`src/ffa_pkg.sv`:
```
// Package of shared types, constants and helpers for the first-fit free-list allocator.
package ffa_pkg;

    localparam int TABLE_ENTRIES = 1024;
    localparam int IDX_W = $clog2(TABLE_ENTRIES);
    localparam int CNT_W = $clog2(TABLE_ENTRIES + 1);
    localparam int OUT_CNT_W = 11;

    localparam logic [31:0] ROUND_ADD = 32'h0000_0fff;
    localparam logic [31:0] ROUND_MASK = 32'hffff_f000;

    localparam logic [1:0] FUNC_ALLOC = 2'd0;
    localparam logic [1:0] FUNC_FREE = 2'd1;
    localparam logic [1:0] FUNC_ALLOC_4K = 2'd2;
    localparam logic [1:0] FUNC_FREE_4K = 2'd3;

    localparam logic [1:0] STATUS_OK = 2'd0;
    localparam logic [1:0] STATUS_NO_FIT = 2'd1;
    localparam logic [1:0] STATUS_LOST = 2'd2;

    typedef enum logic [3:0] {
        ST_IDLE,
        ST_SCAN_REQ,
        ST_SCAN_CHK,
        ST_PREV,
        ST_APPLY,
        ST_DECIDE,
        ST_SHIFT_DN_REQ,
        ST_SHIFT_DN_WR,
        ST_SHIFT_UP_REQ,
        ST_SHIFT_UP_WR,
        ST_DONE,
        ST_OUT
    } ffa_state_t;

    // Commands from the controller to the datapath.
    typedef struct packed {
        logic load;        // capture a new item
        logic scan_inc;    // advance scan index
        logic rd_prev;     // read entry below the scan index
        logic apply;       // perform the alloc or free update
        logic sh_dn_rd;    // read entry for a downward move
        logic sh_dn_wr;    // write it one place down
        logic sh_up_rd;    // read entry for an upward move
        logic sh_up_wr;    // write it one place up
        logic finish;      // write final entry and form the result
    } ffa_cmd_t;

    // Status from the datapath to the controller.
    typedef struct packed {
        logic scan_end;    // scan index reached used count
        logic hit;         // current entry stops the scan
        logic need_dn;     // decision needs a downward move
        logic need_up;     // decision needs an upward move
        logic dn_end;
        logic up_end;
    } ffa_stat_t;

endpackage

```
`src/ffa_ctrl.sv`:
```
// Controller state machine sequencing scan, update and table moves.
module ffa_ctrl (
    input  logic               aclk,
    input  logic               aresetn,
    input  logic               s_valid,
    output logic               s_ready,
    output logic               m_valid,
    input  logic               m_ready,
    input  ffa_pkg::ffa_stat_t stat,
    output ffa_pkg::ffa_cmd_t  cmd
);
    ffa_pkg::ffa_state_t state_reg;
    ffa_pkg::ffa_state_t state_next;

    always_ff @(posedge aclk) begin
        if (!aresetn) begin
            state_reg <= ffa_pkg::ST_IDLE;
        end else begin
            state_reg <= state_next;
        end
    end

    // Next state.
    always_comb begin
        state_next = state_reg;
        unique case (state_reg)
            ffa_pkg::ST_IDLE: begin
                if (s_valid) state_next = ffa_pkg::ST_SCAN_REQ;
            end
            ffa_pkg::ST_SCAN_REQ: state_next = ffa_pkg::ST_SCAN_CHK;
            ffa_pkg::ST_SCAN_CHK: begin
                if (stat.scan_end || stat.hit) state_next = ffa_pkg::ST_PREV;
                else state_next = ffa_pkg::ST_SCAN_REQ;
            end
            ffa_pkg::ST_PREV: state_next = ffa_pkg::ST_APPLY;
            ffa_pkg::ST_APPLY: state_next = ffa_pkg::ST_DECIDE;
            ffa_pkg::ST_DECIDE: begin
                if (stat.need_dn) state_next = ffa_pkg::ST_SHIFT_DN_REQ;
                else if (stat.need_up) state_next = ffa_pkg::ST_SHIFT_UP_REQ;
                else state_next = ffa_pkg::ST_DONE;
            end
            ffa_pkg::ST_SHIFT_DN_REQ: begin
                if (stat.dn_end) state_next = ffa_pkg::ST_DONE;
                else state_next = ffa_pkg::ST_SHIFT_DN_WR;
            end
            ffa_pkg::ST_SHIFT_DN_WR: state_next = ffa_pkg::ST_SHIFT_DN_REQ;
            ffa_pkg::ST_SHIFT_UP_REQ: begin
                if (stat.up_end) state_next = ffa_pkg::ST_DONE;
                else state_next = ffa_pkg::ST_SHIFT_UP_WR;
            end
            ffa_pkg::ST_SHIFT_UP_WR: state_next = ffa_pkg::ST_SHIFT_UP_REQ;
            ffa_pkg::ST_DONE: state_next = ffa_pkg::ST_OUT;
            ffa_pkg::ST_OUT: begin
                if (m_ready) state_next = ffa_pkg::ST_IDLE;
            end
            default: state_next = ffa_pkg::ST_IDLE;
        endcase
    end

    // Outputs. The read of the entry below lands in the previous-entry state,
    // apply follows, and the decide state then branches on the chosen action.
    always_comb begin
        cmd = '0;
        s_ready = 1'b0;
        m_valid = 1'b0;
        unique case (state_reg)
            ffa_pkg::ST_IDLE: begin
                s_ready = 1'b1;
                cmd.load = s_valid;
            end
            ffa_pkg::ST_SCAN_REQ, ffa_pkg::ST_PREV, ffa_pkg::ST_DECIDE: cmd = '0;
            ffa_pkg::ST_SCAN_CHK: begin
                if (stat.scan_end || stat.hit) cmd.rd_prev = 1'b1;
                else cmd.scan_inc = 1'b1;
            end
            ffa_pkg::ST_APPLY: cmd.apply = 1'b1;
            ffa_pkg::ST_SHIFT_DN_REQ: cmd.sh_dn_rd = 1'b1;
            ffa_pkg::ST_SHIFT_DN_WR: cmd.sh_dn_wr = 1'b1;
            ffa_pkg::ST_SHIFT_UP_REQ: cmd.sh_up_rd = 1'b1;
            ffa_pkg::ST_SHIFT_UP_WR: cmd.sh_up_wr = 1'b1;
            ffa_pkg::ST_DONE: cmd.finish = 1'b1;
            ffa_pkg::ST_OUT: m_valid = 1'b1;
            default: cmd = '0;
        endcase
    end

endmodule

```
`config.mk`:
```
export PLATFORM = sky130hd
export DESIGN_NAME = ffa_ctrl
export DESIGN_NICKNAME = d
export VERILOG_FILES = /design/src/ffa_pkg.sv /design/src/ffa_ctrl.sv
export SDC_FILE = /design/constraint.sdc
export NUM_CORES = 1
export LEC_CHECK = 0
export ABC_AREA = 1
export BUFFER_PORTS_ARGS = -buffer_cell sky130_fd_sc_hd__buf_2
export CORE_AREA = 2 2 39 41
export DETAILED_ROUTE_END_ITERATION = 7
export DIE_AREA = 0 0 41 43
export SYNTH_ARGS = -nofsm -noshare
export SYNTH_HDL_FRONTEND = slang
export SYNTH_SLANG_ARGS = --single-unit
```
`constraint.sdc`:
```
create_clock -name aclk -period 3.14 [get_ports aclk]
set_clock_uncertainty 0.05 [all_clocks]
set_input_delay 0.942 -clock aclk [delete_from_list [all_inputs] [get_ports aclk]]
set_output_delay 0.942 -clock aclk [all_outputs]
set_load 0.01 [all_outputs]
```
Word level (Yosys, flattened, before mapping). Index checks and enable logic that the tools add are counted. Widths: inputs -> output; s select.

Equal/unequal tests: 13. Mux-type cells: 20. Reductions and logical operators: 3.

Operators by type and width (number): $pmux 4 s12 (1); $eq 4x3->1 const B (4); $eq 4x4->1 const B (4); $mux 4 (4); $mux 1 (11); $eq 4x2->1 const B (2); $mux 2 (4); $eq 4x1->1 const B (1); $logic_not 4->1 (1); $ne 2x2->1 const B (2); $reduce_and 2->1 (1); $logic_or 1x1->1 (1).

Bits in registers: 4. Input port bits: 10. Output and inout bits: 11. Word-level logic and storage cells: 37.

Logic depth before layout (Yosys ltp).
Word-level depth: 3. Depth in mapped cells: 8. Mapped depth without buffers: 8.

Worst setup path after synthesis. No wires, ideal clock.

Path type: input to output. Start: in stat[4] (netlist bit). End: out cmd[7] (netlist bit). Data arrival time: 1498 ps. Data required time: 2148 ps. Slack: 650 ps. Stages on the path: 2. Cell sequence: or2_2 > nor3_1.

RTL lines: start: declaration (RTL line ffa_ctrl.sv:9) `input ffa_pkg::ffa_stat_t stat,`; end: declaration (RTL line ffa_ctrl.sv:10) `output ffa_pkg::ffa_cmd_t cmd`.

==> qor.txt <==
Initial antenna violation count -> 0
Count leader, synth -> nand2_1
Async S/R FF share, synth -> 0
CTS sink count -> 4
Hold Path Class -> flip-flop to flip-flop
Gate Count Post-Synth -> 72
Initial Util -> 0.289
Die area -> 1760 um^2
Clock Power Share -> 0.298
N_diodes -> 0
CP Data Required Time -> 2.15 ns
Final setup violation count -> 0
Max FFs per register -> 4
Hold buffer count at CTS -> 0
Worst Slack Setup Final -> 0.544 ns
H-tree levels -> 1
Setup WS pre-CTS -> 0.548 ns
Die height -> 43 um
Setup bufs post-CTS -> 0
# resized after CTS -> 0
Routing usage on met2 -> 0.213
Tightest Pin Transition -> 0.263 ns
Seq cells post-synth -> 4
Top area cells in the synthesized netlist -> dfxtp_1 20%, nand2_1 18%, nor2_1 11%, inv_1 10%, nand2_2 6.3%
Synth Net Count -> 82
Final Critical Period -> 2.60 ns
Routability cong. -> 0.749
GR peak layer -> met2
YS warnings -> 0
Setup_tns -> 0 ns
I/O pin count -> 21
Final std cells w/o fill -> 111
# placed instances -> 108
Fillers -> 169
Largest net degree at the start of global routing -> 7
CTS tree -> yes
Tcrit/Tclk final -> 0.827
Worst skew pair latency -> 0.24 ns
EDFF count, synth -> 0
Vias -> 491
Core area -> 1380 um^2
Sequential power share -> 0.313
CP max FO -> 2
Status -> finished, final reports clean
Slew headroom -> 0.824
Xor and xnor fraction of the mapped netlist area -> 0
CP startpoint kind -> input port
All-Layer GR Usage -> 0.138
Pre-Repair DR Iteration Count -> 3
Crit path cell chain -> buf_2 -> or2_2 -> nor3_1 -> buf_2
Std-Cell Rows -> 14
Synth Area in Simple Gates -> 0.509
Average size of a mapped cell -> 5.56 um^2
Largest family of logic cells by synthesized area -> simple AND/OR/NAND/NOR gates
Register area -> 80.1 um^2
Root Driver -> clkbuf_4
Nets -> 107
Worst path max stage delay -> 0.30 ns
GR Layer Usage met3 -> 0.0314
Complex-gate fraction of the synthesized area -> 0.150
Max-slew violation count -> 0
Vias in the first global route -> 435
Final hold slack -> 0.538 ns
Initial DRC count -> 9
Post-synth cell types -> 17
Slowest-stage cell, CP -> or2_2
Number of routed nets with antenna violations -> 0
Adder-cell share of the synthesized area -> 0
Top cells by count, synth -> 19 x nand2_1, 12 x nor2_1, 11 x inv_1
Sw power -> 0.0827 mW
Pleak -> 0.323 nW
Internal Power -> 0.132 mW
DR vias/cell -> 4.42
DRC viols -> 0
Share of layout cells above drive strength 1 -> 0.421
Hold Startpoint -> state_reg[0]
Crit path top cell by count -> buf_2
Pwr dens -> 395 nW/um^2
Critical Path AT -> 1.60 ns
CTS Buffer Depth -> 2
Total power -> 0.215 mW
HPWL Detailed -> 869 um
First-pass GRT wire length -> 1640 um
Sw frac -> 0.385
Avg WL per Cell -> 8.76 um
Cell taking the most area after synthesis -> dfxtp_1
GR Overflow Total -> 0
Worst VDD drop -> 0.188 mV
Area grow syn2layout -> 35.6%
Setup CP Type -> input port to primary output
Mux cell area share after synthesis -> 0
Worst setup EP type -> primary output
PortBufs -> 20
Max Cap Viol -> 0
Footprint of the multi-input gates -> 264 um^2
RSZ-0062 raised after global routing -> no
Die X-Extent -> 41 um
Gate power share -> 0.389
Worst r2r src -> state_reg[0]
Met1 Use GR -> 0.166
Dominant synthesized flop cell -> dfxtp_1
Final Hold Fails -> 0
Post-synthesis sequential area ratio -> 0.200
Area of the mapped netlist -> 400 um^2
Total wire length -> 972 um
Beginning of the critical path -> stat[4]
CTS buffer count -> 3
Max Fclk -> 0.385 GHz
Worst-path clk slew -> 0.04 ns
Post-synth top area share -> 0.200
final timing paths:
check / endpoint / slack (ns) / cells past startpoint
worst min-delay path: state_reg[2] / 0.54 / 2
worst min register to register: state_reg[2] / 0.54 / 2
worst max register to register: state_reg[1] / 1.93 / 7
worst max-delay path: cmd[7] / 0.54 / 4
per-layer routing:
| metal | part of all wire | vias to the layer above |
|---|---|---|
| met5 | 0 | - |
| li1 | - | 269 |
| met1 | 0.44 | 207 |
| met2 | 0.49 | 15 |
| met3 | 0.077 | 0 |
| met4 | 0 | 0 |
critical path, delay by kind of cell:
kind                   cells  cell delay, ns
buffers and inverters      2            0.24
AND/OR/NAND/NOR            2            0.42
cell type report:
| class | instances | share of cell area |
|---|---|---|
| flip-flops and latches | 4 | 0.147 |
| inverters | 15 | 0.104 |
| well taps | 16 | 0.0369 |
| multi-input cells | 53 | 0.486 |
| clock buffers | 3 | 0.0415 |
| repair buffers | 20 | 0.184 |
metrics by stage:
stage	area (um^2)	util
6_report	543	0.392
5_1_grt	543	0.392
4_1_cts	543	0.392
3_5_place_dp	520	0.376
3_3_place_gp	520	0.376
2_1_floorplan	400	-
power by group through the flow:
stage          Clock, mW  Sequential, mW  Combinational, mW
2_1_floorplan          0          0.0660             0.0599
3_3_place_gp           0          0.0685             0.0829
3_5_place_dp           0          0.0682             0.0848
4_1_cts           0.0685          0.0674             0.0850
5_1_grt           0.0725          0.0684             0.0952
6_report          0.0640          0.0672             0.0835
cells in the final DEF, fill, tap and decap left out:
cell type / Yosys / layout
a211oi_1: 1 / 1
a21oi_1: 1 / 1
a21oi_2: 1 / 1
a31oi_1: 1 / 1
buf_2: 0 / 20
clkbuf_4: 0 / 3
dfxtp_1: 4 / 4
inv_1: 11 / 11
inv_2: 4 / 4
nand2_1: 19 / 19
nand2_2: 4 / 4
nand3_1: 3 / 3
nor2_1: 12 / 12
nor2_2: 4 / 4
nor2_4: 1 / 1
nor3_1: 1 / 1
o211ai_1: 2 / 2
o21ai_2: 2 / 2
or2_2: 1 / 1
cell families (layout without fill, tap and decap cells):
group | Yosys count | after routing
AO/OA/AOI/OAI | 8 | 8
flip-flops | 4 | 4
buffers and inverters | 15 | 38
AND/OR/NAND/NOR | 45 | 45
No activity file was read; power rests on OpenSTA's default activity.
